$ cat src/design/assert_macros.svh
// Assertion macros for the depth-to-color remap block.
// Expects clk and rst_n in the scope of each use.
`ifndef ASSERT_MACROS_SVH
`define ASSERT_MACROS_SVH

// Single property, checked while out of reset.
`define DCR_ASSERT(lbl, prop, msg) \
  lbl: assert property (@(posedge clk) disable iff (!rst_n) (prop)) \
    else $error(msg);

// Same-cycle implication, checked while out of reset.
`define DCR_ASSERT_IMPL(lbl, ante, cons, msg) \
  lbl: assert property (@(posedge clk) disable iff (!rst_n) (ante) |-> (cons)) \
    else $error(msg);

`endif

$ cat src/design/dcremap_pkg.sv
// Types and constants for the depth-to-color remap block.
// No dependencies; used by dcremap_cfg, dcremap_core and the top level.
`default_nettype none

package dcremap_pkg;

  localparam int COL_W     = 10;
  localparam int ROW_W     = 9;
  localparam int DMM_W     = 16;
  localparam int CFG_W     = 16;
  localparam int IDX_W     = 19;
  localparam int YPROD_W   = ROW_W + CFG_W;
  localparam int YQ_W      = YPROD_W + 2;
  localparam int YC_W      = YQ_W - 16;
  localparam int SLOPE_W   = 12;
  localparam int SPROD_W   = SLOPE_W + DMM_W;
  localparam int CX_W      = SPROD_W + 2;
  localparam int SCALE2_W  = CFG_W + 2;

  localparam int APB_ADDR_W = 5;
  localparam int APB_DATA_W = 32;
  localparam int REG_IDX_W  = 3;

  localparam logic [REG_IDX_W-1:0] REG_SCALE_X   = 3'd0;
  localparam logic [REG_IDX_W-1:0] REG_SCALE_Y   = 3'd1;
  localparam logic [REG_IDX_W-1:0] REG_OFFSET_Y  = 3'd2;
  localparam logic [REG_IDX_W-1:0] REG_MIN_DEPTH = 3'd3;
  localparam logic [REG_IDX_W-1:0] REG_MAX_DEPTH = 3'd4;

  localparam logic [CFG_W-1:0] RST_SCALE_X   = 16'd29065;
  localparam logic [CFG_W-1:0] RST_SCALE_Y   = 16'd28957;
  localparam logic [CFG_W-1:0] RST_OFFSET_Y  = 16'd4608;
  localparam logic [CFG_W-1:0] RST_MIN_DEPTH = 16'd500;
  localparam logic [CFG_W-1:0] RST_MAX_DEPTH = 16'd2000;

  localparam int SEG_W = 3;
  localparam logic [SEG_W-1:0] SEG_LOW   = 3'd0;
  localparam logic [SEG_W-1:0] SEG_ONE   = 3'd1;
  localparam logic [SEG_W-1:0] SEG_TWO   = 3'd2;
  localparam logic [SEG_W-1:0] SEG_THREE = 3'd3;
  localparam logic [SEG_W-1:0] SEG_HIGH  = 3'd4;

  localparam logic [DMM_W-1:0] DEPTH_SEG1_LO = 16'd550;
  localparam logic [DMM_W-1:0] DEPTH_SEG1_HI = 16'd780;
  localparam logic [DMM_W-1:0] DEPTH_SEG2_HI = 16'd1020;
  localparam logic [DMM_W-1:0] DEPTH_SEG3_HI = 16'd1724;

  localparam logic [SLOPE_W-1:0] SLOPE_ONE   = 12'd2849;
  localparam logic [SLOPE_W-1:0] SLOPE_TWO   = 12'd1092;
  localparam logic [SLOPE_W-1:0] SLOPE_THREE = 12'd279;

  localparam logic signed [CX_W-1:0] ICPT_ONE   = -30'sd780730;
  localparam logic signed [CX_W-1:0] ICPT_TWO   = 30'sd589804;
  localparam logic signed [CX_W-1:0] ICPT_THREE = 30'sd1419051;
  localparam logic signed [CX_W-1:0] FLAT_LOW   = 30'sd786432;
  localparam logic signed [CX_W-1:0] FLAT_HIGH  = 30'sd1900544;

  typedef struct packed {
    logic [CFG_W-1:0] scale_x;
    logic [CFG_W-1:0] scale_y;
    logic [CFG_W-1:0] offset_y;
    logic [CFG_W-1:0] min_depth;
    logic [CFG_W-1:0] max_depth;
  } cfg_t;

endpackage

`default_nettype wire

$ cat src/design/dcremap_cfg.sv
// APB-style register file for the remap block: scale, offset and depth window.
// Depends on dcremap_pkg.
`default_nettype none

module dcremap_cfg
  import dcremap_pkg::*;
(
  input  wire logic                  clk,
  input  wire logic                  rst_n,
  input  wire logic                  psel,
  input  wire logic                  penable,
  input  wire logic                  pwrite,
  input  wire logic [APB_ADDR_W-1:0] paddr,
  input  wire logic [APB_DATA_W-1:0] pwdata,
  output logic      [APB_DATA_W-1:0] prdata,
  output logic                       pready,
  output cfg_t                       cfg
);

  cfg_t                 cfg_r;
  cfg_t                 cfg_nxt;
  logic [REG_IDX_W-1:0] reg_idx;
  logic                 wr_en;
  logic [CFG_W-1:0]     wr_val;

  assign reg_idx = paddr[APB_ADDR_W-1:2];
  assign pready  = 1'b1;
  assign wr_en   = psel && penable && pwrite && pready;
  assign wr_val  = pwdata[CFG_W-1:0];

  always_comb begin
    cfg_nxt = cfg_r;
    if (wr_en) begin
      case (reg_idx)
        REG_SCALE_X:   cfg_nxt.scale_x   = wr_val;
        REG_SCALE_Y:   cfg_nxt.scale_y   = wr_val;
        REG_OFFSET_Y:  cfg_nxt.offset_y  = wr_val;
        REG_MIN_DEPTH: cfg_nxt.min_depth = wr_val;
        REG_MAX_DEPTH: cfg_nxt.max_depth = wr_val;
        default:       cfg_nxt = cfg_r;
      endcase
    end
  end

  always_ff @(posedge clk) begin
    if (!rst_n) begin
      cfg_r.scale_x   <= RST_SCALE_X;
      cfg_r.scale_y   <= RST_SCALE_Y;
      cfg_r.offset_y  <= RST_OFFSET_Y;
      cfg_r.min_depth <= RST_MIN_DEPTH;
      cfg_r.max_depth <= RST_MAX_DEPTH;
    end else begin
      cfg_r <= cfg_nxt;
    end
  end

  always_comb begin
    case (reg_idx)
      REG_SCALE_X:   prdata = APB_DATA_W'(cfg_r.scale_x);
      REG_SCALE_Y:   prdata = APB_DATA_W'(cfg_r.scale_y);
      REG_OFFSET_Y:  prdata = APB_DATA_W'(cfg_r.offset_y);
      REG_MIN_DEPTH: prdata = APB_DATA_W'(cfg_r.min_depth);
      REG_MAX_DEPTH: prdata = APB_DATA_W'(cfg_r.max_depth);
      default:       prdata = '0;
    endcase
  end

  assign cfg = cfg_r;

endmodule

`default_nettype wire

$ cat src/design/dcremap_core.sv
// Five-stage remap datapath: depth offset, scaling, floor, frame check, index.
// Depends on dcremap_pkg; configuration comes from dcremap_cfg.
`default_nettype none

module dcremap_core
  import dcremap_pkg::*;
#(
  parameter int FRAME_WIDTH  = 640,
  parameter int FRAME_HEIGHT = 480
) (
  input  wire logic             clk,
  input  wire logic             rst_n,
  input  cfg_t                  cfg,
  input  wire logic             in_valid,
  output logic                  in_ready,
  input  wire logic [COL_W-1:0] in_depth_col,
  input  wire logic [ROW_W-1:0] in_depth_row,
  input  wire logic [DMM_W-1:0] in_depth_mm,
  output logic                  out_valid,
  input  wire logic             out_ready,
  output logic                  out_mapped,
  output logic      [COL_W-1:0] out_color_col,
  output logic      [ROW_W-1:0] out_color_row,
  output logic      [IDX_W-1:0] out_color_index,
  output logic      [COL_W-1:0] out_src_col,
  output logic      [ROW_W-1:0] out_src_row
);

  localparam int FW_BITS  = $clog2(FRAME_WIDTH + 1);
  localparam int FH_BITS  = $clog2(FRAME_HEIGHT + 1);
  localparam int DIFF_W   = ((FW_BITS > COL_W) ? FW_BITS : COL_W) + 1;
  localparam int XPROD_W  = DIFF_W + SCALE2_W;
  localparam int XQ_W     = ((XPROD_W + 1 > CX_W) ? XPROD_W + 1 : CX_W) + 1;
  localparam int XC_W     = XQ_W - 16;
  localparam int YCMP_W   = (FH_BITS > YC_W) ? FH_BITS : YC_W;
  localparam int XCU_W    = $clog2(FRAME_WIDTH);
  localparam int YCU_W    = $clog2(FRAME_HEIGHT);
  localparam int IDXF_W   = YCU_W + FW_BITS + 1;

  // stage enables, last to first
  logic en1, en2, en3, en4, en5;
  logic vld1_r, vld2_r, vld3_r, vld4_r, vld5_r;

  assign en5      = !vld5_r || out_ready;
  assign en4      = !vld4_r || en5;
  assign en3      = !vld3_r || en4;
  assign en2      = !vld2_r || en3;
  assign en1      = !vld1_r || en2;
  assign in_ready = en1;

  always_ff @(posedge clk) begin
    if (!rst_n) begin
      vld1_r <= 1'b0;
      vld2_r <= 1'b0;
      vld3_r <= 1'b0;
      vld4_r <= 1'b0;
      vld5_r <= 1'b0;
    end else begin
      if (en1) vld1_r <= in_valid;
      if (en2) vld2_r <= vld1_r;
      if (en3) vld3_r <= vld2_r;
      if (en4) vld4_r <= vld3_r;
      if (en5) vld5_r <= vld4_r;
    end
  end

  // stage 1: segment, window, mirror, row product
  logic [COL_W-1:0]          col1_r, col1_nxt;
  logic [ROW_W-1:0]          row1_r, row1_nxt;
  logic [DMM_W-1:0]          dmm1_r, dmm1_nxt;
  logic [SEG_W-1:0]          seg1_r, seg1_nxt;
  logic                      win1_r, win1_nxt;
  logic signed [DIFF_W-1:0]  diff1_r, diff1_nxt;
  logic [YPROD_W-1:0]        yprod1_r, yprod1_nxt;

  always_comb begin
    col1_nxt = in_depth_col;
    row1_nxt = in_depth_row;
    dmm1_nxt = in_depth_mm;
    if (in_depth_mm < DEPTH_SEG1_LO) begin
      seg1_nxt = SEG_LOW;
    end else if (in_depth_mm <= DEPTH_SEG1_HI) begin
      seg1_nxt = SEG_ONE;
    end else if (in_depth_mm <= DEPTH_SEG2_HI) begin
      seg1_nxt = SEG_TWO;
    end else if (in_depth_mm <= DEPTH_SEG3_HI) begin
      seg1_nxt = SEG_THREE;
    end else begin
      seg1_nxt = SEG_HIGH;
    end
    win1_nxt   = (in_depth_mm >= cfg.min_depth) && (in_depth_mm <= cfg.max_depth);
    diff1_nxt  = $signed(DIFF_W'(FRAME_WIDTH) - DIFF_W'(in_depth_col));
    yprod1_nxt = YPROD_W'(in_depth_row) * YPROD_W'(cfg.scale_y);
  end

  always_ff @(posedge clk) begin
    if (en1) begin
      col1_r   <= col1_nxt;
      row1_r   <= row1_nxt;
      dmm1_r   <= dmm1_nxt;
      seg1_r   <= seg1_nxt;
      win1_r   <= win1_nxt;
      diff1_r  <= diff1_nxt;
      yprod1_r <= yprod1_nxt;
    end
  end

  // stage 2: segment product, column product, row sum
  logic [COL_W-1:0]           col2_r;
  logic [ROW_W-1:0]           row2_r;
  logic [SEG_W-1:0]           seg2_r;
  logic                       win2_r;
  logic [SLOPE_W-1:0]         slope;
  logic [SPROD_W-1:0]         sprod2_r, sprod2_nxt;
  logic signed [SCALE2_W-1:0] scale2;
  logic signed [XPROD_W-1:0]  xprod2_r, xprod2_nxt;
  logic [YQ_W-1:0]            yq2_r, yq2_nxt;

  always_comb begin
    case (seg1_r)
      SEG_ONE:   slope = SLOPE_ONE;
      SEG_TWO:   slope = SLOPE_TWO;
      SEG_THREE: slope = SLOPE_THREE;
      default:   slope = '0;
    endcase
    sprod2_nxt = SPROD_W'(slope) * SPROD_W'(dmm1_r);
    scale2     = $signed({1'b0, cfg.scale_x, 1'b0});
    xprod2_nxt = XPROD_W'(diff1_r) * XPROD_W'(scale2);
    yq2_nxt    = YQ_W'({yprod1_r, 1'b0}) + YQ_W'({cfg.offset_y, 8'b0});
  end

  always_ff @(posedge clk) begin
    if (en2) begin
      col2_r   <= col1_r;
      row2_r   <= row1_r;
      seg2_r   <= seg1_r;
      win2_r   <= win1_r;
      sprod2_r <= sprod2_nxt;
      xprod2_r <= xprod2_nxt;
      yq2_r    <= yq2_nxt;
    end
  end

  // stage 3: depth offset, row floor
  logic [COL_W-1:0]          col3_r;
  logic [ROW_W-1:0]          row3_r;
  logic                      win3_r;
  logic signed [CX_W-1:0]    sprod_s;
  logic signed [CX_W-1:0]    cx3_r, cx3_nxt;
  logic signed [XPROD_W-1:0] xprod3_r;
  logic [YC_W-1:0]           yc3_r;

  always_comb begin
    sprod_s = $signed(CX_W'(sprod2_r));
    case (seg2_r)
      SEG_LOW:   cx3_nxt = FLAT_LOW;
      SEG_ONE:   cx3_nxt = sprod_s + ICPT_ONE;
      SEG_TWO:   cx3_nxt = sprod_s + ICPT_TWO;
      SEG_THREE: cx3_nxt = sprod_s + ICPT_THREE;
      SEG_HIGH:  cx3_nxt = FLAT_HIGH;
      default:   cx3_nxt = '0;
    endcase
  end

  always_ff @(posedge clk) begin
    if (en3) begin
      col3_r   <= col2_r;
      row3_r   <= row2_r;
      win3_r   <= win2_r;
      cx3_r    <= cx3_nxt;
      xprod3_r <= xprod2_r;
      yc3_r    <= yq2_r[YQ_W-1:16];
    end
  end

  // stage 4: column sum, floor, frame check
  logic [COL_W-1:0]       col4_r;
  logic [ROW_W-1:0]       row4_r;
  logic signed [XQ_W-1:0] xq;
  logic signed [XC_W-1:0] xc;
  logic                   ok4_r, ok4_nxt;
  logic [XCU_W-1:0]       xc4_r;
  logic [YCU_W-1:0]       yc4_r;

  always_comb begin
    xq      = XQ_W'(xprod3_r) + XQ_W'(cx3_r);
    xc      = xq[XQ_W-1:16];
    ok4_nxt = win3_r && !xc[XC_W-1]
              && (xc[XC_W-2:0] < (XC_W-1)'(FRAME_WIDTH))
              && (YCMP_W'(yc3_r) < YCMP_W'(FRAME_HEIGHT));
  end

  always_ff @(posedge clk) begin
    if (en4) begin
      col4_r <= col3_r;
      row4_r <= row3_r;
      ok4_r  <= ok4_nxt;
      xc4_r  <= xc[XCU_W-1:0];
      yc4_r  <= YCU_W'(yc3_r);
    end
  end

  // stage 5: map address, output register
  logic [IDXF_W-1:0] idx_full;
  logic              mapped5_r;
  logic [COL_W-1:0]  ccol5_r, ccol5_nxt;
  logic [ROW_W-1:0]  crow5_r, crow5_nxt;
  logic [IDX_W-1:0]  cidx5_r, cidx5_nxt;
  logic [COL_W-1:0]  scol5_r;
  logic [ROW_W-1:0]  srow5_r;

  always_comb begin
    idx_full = IDXF_W'(yc4_r) * IDXF_W'(FRAME_WIDTH) + IDXF_W'(xc4_r);
    if (ok4_r) begin
      ccol5_nxt = COL_W'(xc4_r);
      crow5_nxt = ROW_W'(yc4_r);
      cidx5_nxt = IDX_W'(idx_full);
    end else begin
      ccol5_nxt = '0;
      crow5_nxt = '0;
      cidx5_nxt = '0;
    end
  end

  always_ff @(posedge clk) begin
    if (en5) begin
      mapped5_r <= ok4_r;
      ccol5_r   <= ccol5_nxt;
      crow5_r   <= crow5_nxt;
      cidx5_r   <= cidx5_nxt;
      scol5_r   <= col4_r;
      srow5_r   <= row4_r;
    end
  end

  assign out_valid       = vld5_r;
  assign out_mapped      = mapped5_r;
  assign out_color_col   = ccol5_r;
  assign out_color_row   = crow5_r;
  assign out_color_index = cidx5_r;
  assign out_src_col     = scol5_r;
  assign out_src_row     = srow5_r;

endmodule

`default_nettype wire

$ cat src/design/depth_to_color_pixel_remap.sv
// Top level of the depth-to-color pixel remap block.
// Depends on dcremap_pkg, dcremap_cfg, dcremap_core and assert_macros.svh.
//
//   channel | handshake          | beat
//   --------+--------------------+-----------------------------------------------
//   in      | in_valid/in_ready  | depth_col, depth_row, depth_mm
//   out     | out_valid/out_ready| mapped, color_col/row/index, src_col/row
//   cfg     | psel/penable/pready| 16-bit register write or read, addr 4*index
//
// One beat per clock in and out while out_ready holds.
// Five register stages, set by the multiplies and the wide column sum.
// Reset restores the config registers and empties the pipeline; no clearing pass.
// Each stage holds on its own; a bubble fills while the output stalls.
`default_nettype none

`include "assert_macros.svh"

module depth_to_color_pixel_remap
  import dcremap_pkg::*;
#(
  parameter int FRAME_WIDTH  = 640,
  parameter int FRAME_HEIGHT = 480
) (
  input  wire logic                  clk,
  input  wire logic                  rst_n,
  input  wire logic                  in_valid,
  output logic                       in_ready,
  input  wire logic [COL_W-1:0]      in_depth_col,
  input  wire logic [ROW_W-1:0]      in_depth_row,
  input  wire logic [DMM_W-1:0]      in_depth_mm,
  output logic                       out_valid,
  input  wire logic                  out_ready,
  output logic                       out_mapped,
  output logic      [COL_W-1:0]      out_color_col,
  output logic      [ROW_W-1:0]      out_color_row,
  output logic      [IDX_W-1:0]      out_color_index,
  output logic      [COL_W-1:0]      out_src_col,
  output logic      [ROW_W-1:0]      out_src_row,
  input  wire logic                  psel,
  input  wire logic                  penable,
  input  wire logic                  pwrite,
  input  wire logic [APB_ADDR_W-1:0] paddr,
  input  wire logic [APB_DATA_W-1:0] pwdata,
  output logic      [APB_DATA_W-1:0] prdata,
  output logic                       pready
);

  cfg_t cfg;

  dcremap_cfg u_cfg (
    .clk     (clk),
    .rst_n   (rst_n),
    .psel    (psel),
    .penable (penable),
    .pwrite  (pwrite),
    .paddr   (paddr),
    .pwdata  (pwdata),
    .prdata  (prdata),
    .pready  (pready),
    .cfg     (cfg)
  );

  dcremap_core #(
    .FRAME_WIDTH  (FRAME_WIDTH),
    .FRAME_HEIGHT (FRAME_HEIGHT)
  ) u_core (
    .clk             (clk),
    .rst_n           (rst_n),
    .cfg             (cfg),
    .in_valid        (in_valid),
    .in_ready        (in_ready),
    .in_depth_col    (in_depth_col),
    .in_depth_row    (in_depth_row),
    .in_depth_mm     (in_depth_mm),
    .out_valid       (out_valid),
    .out_ready       (out_ready),
    .out_mapped      (out_mapped),
    .out_color_col   (out_color_col),
    .out_color_row   (out_color_row),
    .out_color_index (out_color_index),
    .out_src_col     (out_src_col),
    .out_src_row     (out_src_row)
  );

  `DCR_ASSERT_IMPL(a_unmapped_zero, out_valid && !out_mapped, out_color_col == '0 && out_color_row == '0 && out_color_index == '0, "unmapped beat carries color fields")
  `DCR_ASSERT_IMPL(a_mapped_in_frame, out_valid && out_mapped, out_color_col < FRAME_WIDTH && out_color_row < FRAME_HEIGHT, "mapped beat outside the frame")
  `DCR_ASSERT(a_ready_when_drained, !out_valid |-> in_ready, "input stalled with empty output")

endmodule

`default_nettype wire

$ cat config.mk
export PLATFORM = sky130hd
export DESIGN_NAME = depth_to_color_pixel_remap
export DESIGN_NICKNAME = d
export VERILOG_FILES = /design/src/design/dcremap_pkg.sv /design/src/design/dcremap_cfg.sv /design/src/design/dcremap_core.sv /design/src/design/depth_to_color_pixel_remap.sv
export VERILOG_INCLUDE_DIRS = /design/src /design/src/design
export SDC_FILE = /design/constraint.sdc
export NUM_CORES = 2
export LEC_CHECK = 0
export ABC_AREA = 0
export BUFFER_PORTS_ARGS = -buffer_cell sky130_fd_sc_hd__buf_2
export CORE_ASPECT_RATIO = 2
export CORE_UTILIZATION = 35
export CTS_CLUSTER_DIAMETER = 100
export CTS_CLUSTER_SIZE = 16
export DETAILED_ROUTE_END_ITERATION = 6
export HOLD_SLACK_MARGIN = 0.05
export MAX_ROUTING_LAYER = met4
export PLACE_DENSITY = 0.5
export SLEW_MARGIN = 20
export SYNTH_ARGS = -nofsm -noshare
export SYNTH_HDL_FRONTEND = slang
export SYNTH_HIERARCHICAL = 1
export SYNTH_SLANG_ARGS = --single-unit
$ cat constraint.sdc
create_clock -name clk -period 11.6 [get_ports clk]
set_input_delay 1.16 -clock clk [delete_from_list [all_inputs] [get_ports clk]]
set_output_delay 1.16 -clock clk [all_outputs]
set_load 0.01 [all_outputs]
==> flow_summary_export.csv <==
group,metric,value,unit
yosys,yosysMostFrequentCell,"inv_1",
timing,fin_skew,0.0254,ns
yosys,synth_area_leaders,"edfxtp_1 (30%), fa_1 (19%), ha_1 (12%), inv_1 (5.1%), dfxtp_1 (5.0%)",
yosys,yosys.area_share.simple,0.133,
critical_path,slowest_stage,"nor2b_2",
critical_path,worstSetupPathType,"reg -> reg",
critical_path,path_max_fanout,37,
route,drcViolationCount,0,
floorplan,coreArea,96300,um^2
critical_path,cpMostUsedCell,"fa_1",
yosys,synthCells,3211,
critical_path,worst-r2r-cell-count,23,
clocking,cts.reportedPaths.clkPinSlew,0.09,ns
global_route,grt_overflow,0,
power,p_sw_frac,0.344,
clocking,insertion_delay,0.63,ns
yosys,syn_area,34100,um^2
critical_path,end_kind,"flop",
yosys,synth.largest_area_cell,"edfxtp_1",
min_path,holdPathEnd,"u_core/col2_r[4]",
power,clockPowerShare,0.202,
yosys,synth_cell_type_count,84,
yosys,synth_area_per_cell,10.6,um^2
critical_path,cp-start-kind,"flop",
yosys,yosysWarnings,6,
global_route,track_usage,0.188,
yosys,synth_compound_area_frac,0.0835,
critical_path,r2r_end,"u_core/sprod2_r[27]",
floorplan,start_util,0.354,
clocking,cts_tree,"yes",
clocking,postCtsSetupRepairBufs,0,
global_route,antenna_found_initial,3,
route,vias_per_cell,4.97,
yosys,yosys.area.top_type_share,0.295,
clocking,clock_sinks,420,
yosys,synth-main-ff-cell,"edfxtp_1",
placed_design,dp_hpwl,71600,um
yosys,synth_seq_cells,420,
power,combPwrFrac,0.392,
timing,worst_pin_slew,1.13,ns
floorplan,die_y,443,um
clocking,ctsResizeCount,0,
timing,hold_violations,0,
timing,rsz0062_at_grt,"no",
yosys,synth_xor_area_frac,0.0288,
route,wire_per_inst,19.7,um
critical_path,cp_cell_sequence,"buf_4 -> nor2b_2 -> nor2b_1 -> buf_4 -> nand2_1 -> fa_1 -> inv_1 -> fa_1 -> fa_1 -> fa_1 -> inv_1 -> fa_1 -> inv_1 -> ha_1 -> a21o_1 -> a2111oi_0 -> nand2_1 -> nand2_1 -> a211oi_1 -> o41ai_2 -> o2111ai_1 -> a21oi_1 -> xnor2_1",
critical_path,r2r_start,"u_core/seg1_r[1]",
placed_design,globalplace.congestion,0.904,
layout,syn2layout_area_growth,7.92,%
power,internal-power,0.00334,W
power,ir_drop,0.132,mV
timing,fin_tns_setup,0,ns
yosys,synthArstFlopShare,0,
floorplan,die_w,223,um
global_route,grt_pass1_vias,24200,
route,drt_pre_antenna_iters,5,
route,drt-total-wl,88900,um
min_path,hold_path_depth,0,
clocking,cts-hold-fix-buffers,0,
timing,post-route-min-period,7.11,ns
timing,setup_viol,0,
clocking,cts-root-buf,"clkbuf_16",
critical_path,r2r_slack,4.49,ns
yosys,ys_seq_area_frac,0.345,
yosys,synth_edf_count,335,
clocking,cts_made_buffers,30,
power,p_switching,0.00175,W
timing,fin_crit_sh,0.613,
critical_path,critical_path.max_stage_delay,0.63,ns
yosys,yosys-top-cells-count,"inv_1 (467), edfxtp_1 (335), fa_1 (330)",
timing,finalHoldWorstSlack,0.402,ns
min_path,hp-class,"reg -> reg",
timing,maxSlewHeadroom,0.244,
critical_path,critPathRequiredTime,11.97,ns
route,dr.first_iter.drc_count,999,
floorplan,io_pins,172,
layout,nNetsFinal,3996,
power,seqPwrFrac,0.406,
flow_run,maxCapViolations,0,
route,vias,22500,
floorplan,rows,161,
global_route,grt_pass1_wl,138000,um
timing,maxSlewViolCount,0,
timing,fmax,141,MHz
floorplan,fp.dieArea,98700,um^2
clocking,htreeDepth,1,
yosys,synth_top_family_by_area,"adder cells",
status,status,"finished, final reports clean",
layout,final_layout_size_suffix_gt1_frac,0.0695,
route,ant_nets,0,
min_path,min_from,"u_core/col1_r[4]",
yosys,synthMuxAreaShare,0.0297,
power,power_density,138,nW/um^2
placed_design,portBuffers,136,
global_route,grt_max_degree,105,
critical_path,arrival,7.48,ns
yosys,synth_fa_ha_area_frac,0.309,
power,leakagePower,17.5,nW
clocking,ctsLongestPathBuffers,3,
## final cells by class
cell class | instances | area [um^2]
antenna | 2 | 5.00
clock buffer | 54 | 841
clock inverter | 2 | 46.3
fill | 9561 | 59500
inverter | 467 | 1750
multi-input combinational | 2199 | 20000
sequential | 420 | 11800
tap | 1222 | 1530
timing repair buffer | 154 | 838
## per-layer routing
metal	up-vias	wire [um]	global-route usage
met5	-	0	-
met4	0	6070	0.111
met3	200	1900	0.0117
met2	444	49900	0.369
met1	11000	31000	0.175
li1	10800	-	-
## cells by family after synthesis
group                      after synthesis
AOI/OAI and AO/OA                      430
xor gates and xnor gates               112
adders and majority gates              645
buffers and inverters                  608
DFF                                    420
muxes                                  101
other                                    4
and+or+nand+nor                        891
## flip-flops by register name, indices dropped and copies added (netlist names), 11 cells and up
| name | count |
|---|---|
| u_core/dmm1_r | 16 |
| u_cfg/cfg | 80 |
| u_core/yprod1_r | 18 |
| u_core/yc3_r | 11 |
| u_core/xprod3_r | 28 |
| u_core/sprod2_r | 28 |
| u_core/out_color_index | 12 |
| u_core/yq2_r | 11 |
| u_core/cx3_r | 29 |
| u_core/xprod2_r | 28 |
## cell usage in the layout, fill, tap and decap left out, drive strengths merged, types with 85 or more instances in the layout
cell      n
dfxtp    85
o21ai    85
a21oi   108
mux2i   100
nor2    104
ha      315
inv     466
edfxtp  335
and2    198
nand2   327
buf     154
fa      330
## per-stage QoR
stage	utilization	cell area (um^2)	setup WS [ns]	std cells	total power (W)
global placement	0.373	35900	4.20	4461	0.00409
CTS	0.382	36800	4.16	4517	0.00518
global route	0.382	36800	4.04	4519	0.00549
detailed placement	0.373	35900	4.19	4461	0.00411
finish	0.382	36800	4.49	4520	0.00509
floorplan	-	34100	5.13	3227	0.00362
## power groups by stage
stage	clock [W]	combinational, W	sequential [W]
5_1_grt	0.00112	0.00228	0.00209
4_1_cts	0.00108	0.00203	0.00207
3_5_place_dp	0	0.00201	0.00210
6_report	0.00103	0.00199	0.00206
2_1_floorplan	0	0.00158	0.00205
3_3_place_gp	0	0.00199	0.00210
## critical path: cells and delay by family, from the launching register on
| kind | cells | cell delay (ns) |
|---|---|---|
| flops | 1 | 0.33 |
| compound gates | 6 | 1.57 |
| buf+inv | 5 | 0.73 |
| xor+xnor | 1 | 0.09 |
| fa+ha+maj | 6 | 2.93 |
| simple gates | 5 | 1.17 |
## worst max path at each step
stage	slack [ns]	to	cells after the start	startpoint
after floorplan	5.13	u_core/sprod2_r[27]	24	u_core/seg1_r[1]
after global placement	4.20	u_core/sprod2_r[27]	23	u_core/seg1_r[1]
after detailed placement	4.19	u_core/sprod2_r[27]	23	u_core/seg1_r[1]
after CTS	4.16	u_core/sprod2_r[27]	23	u_core/seg1_r[1]
after global routing	4.04	u_core/sprod2_r[27]	23	u_core/seg1_r[1]
final	4.49	u_core/sprod2_r[27]	23	u_core/seg1_r[1]
(Power assumes the default switching activity.)
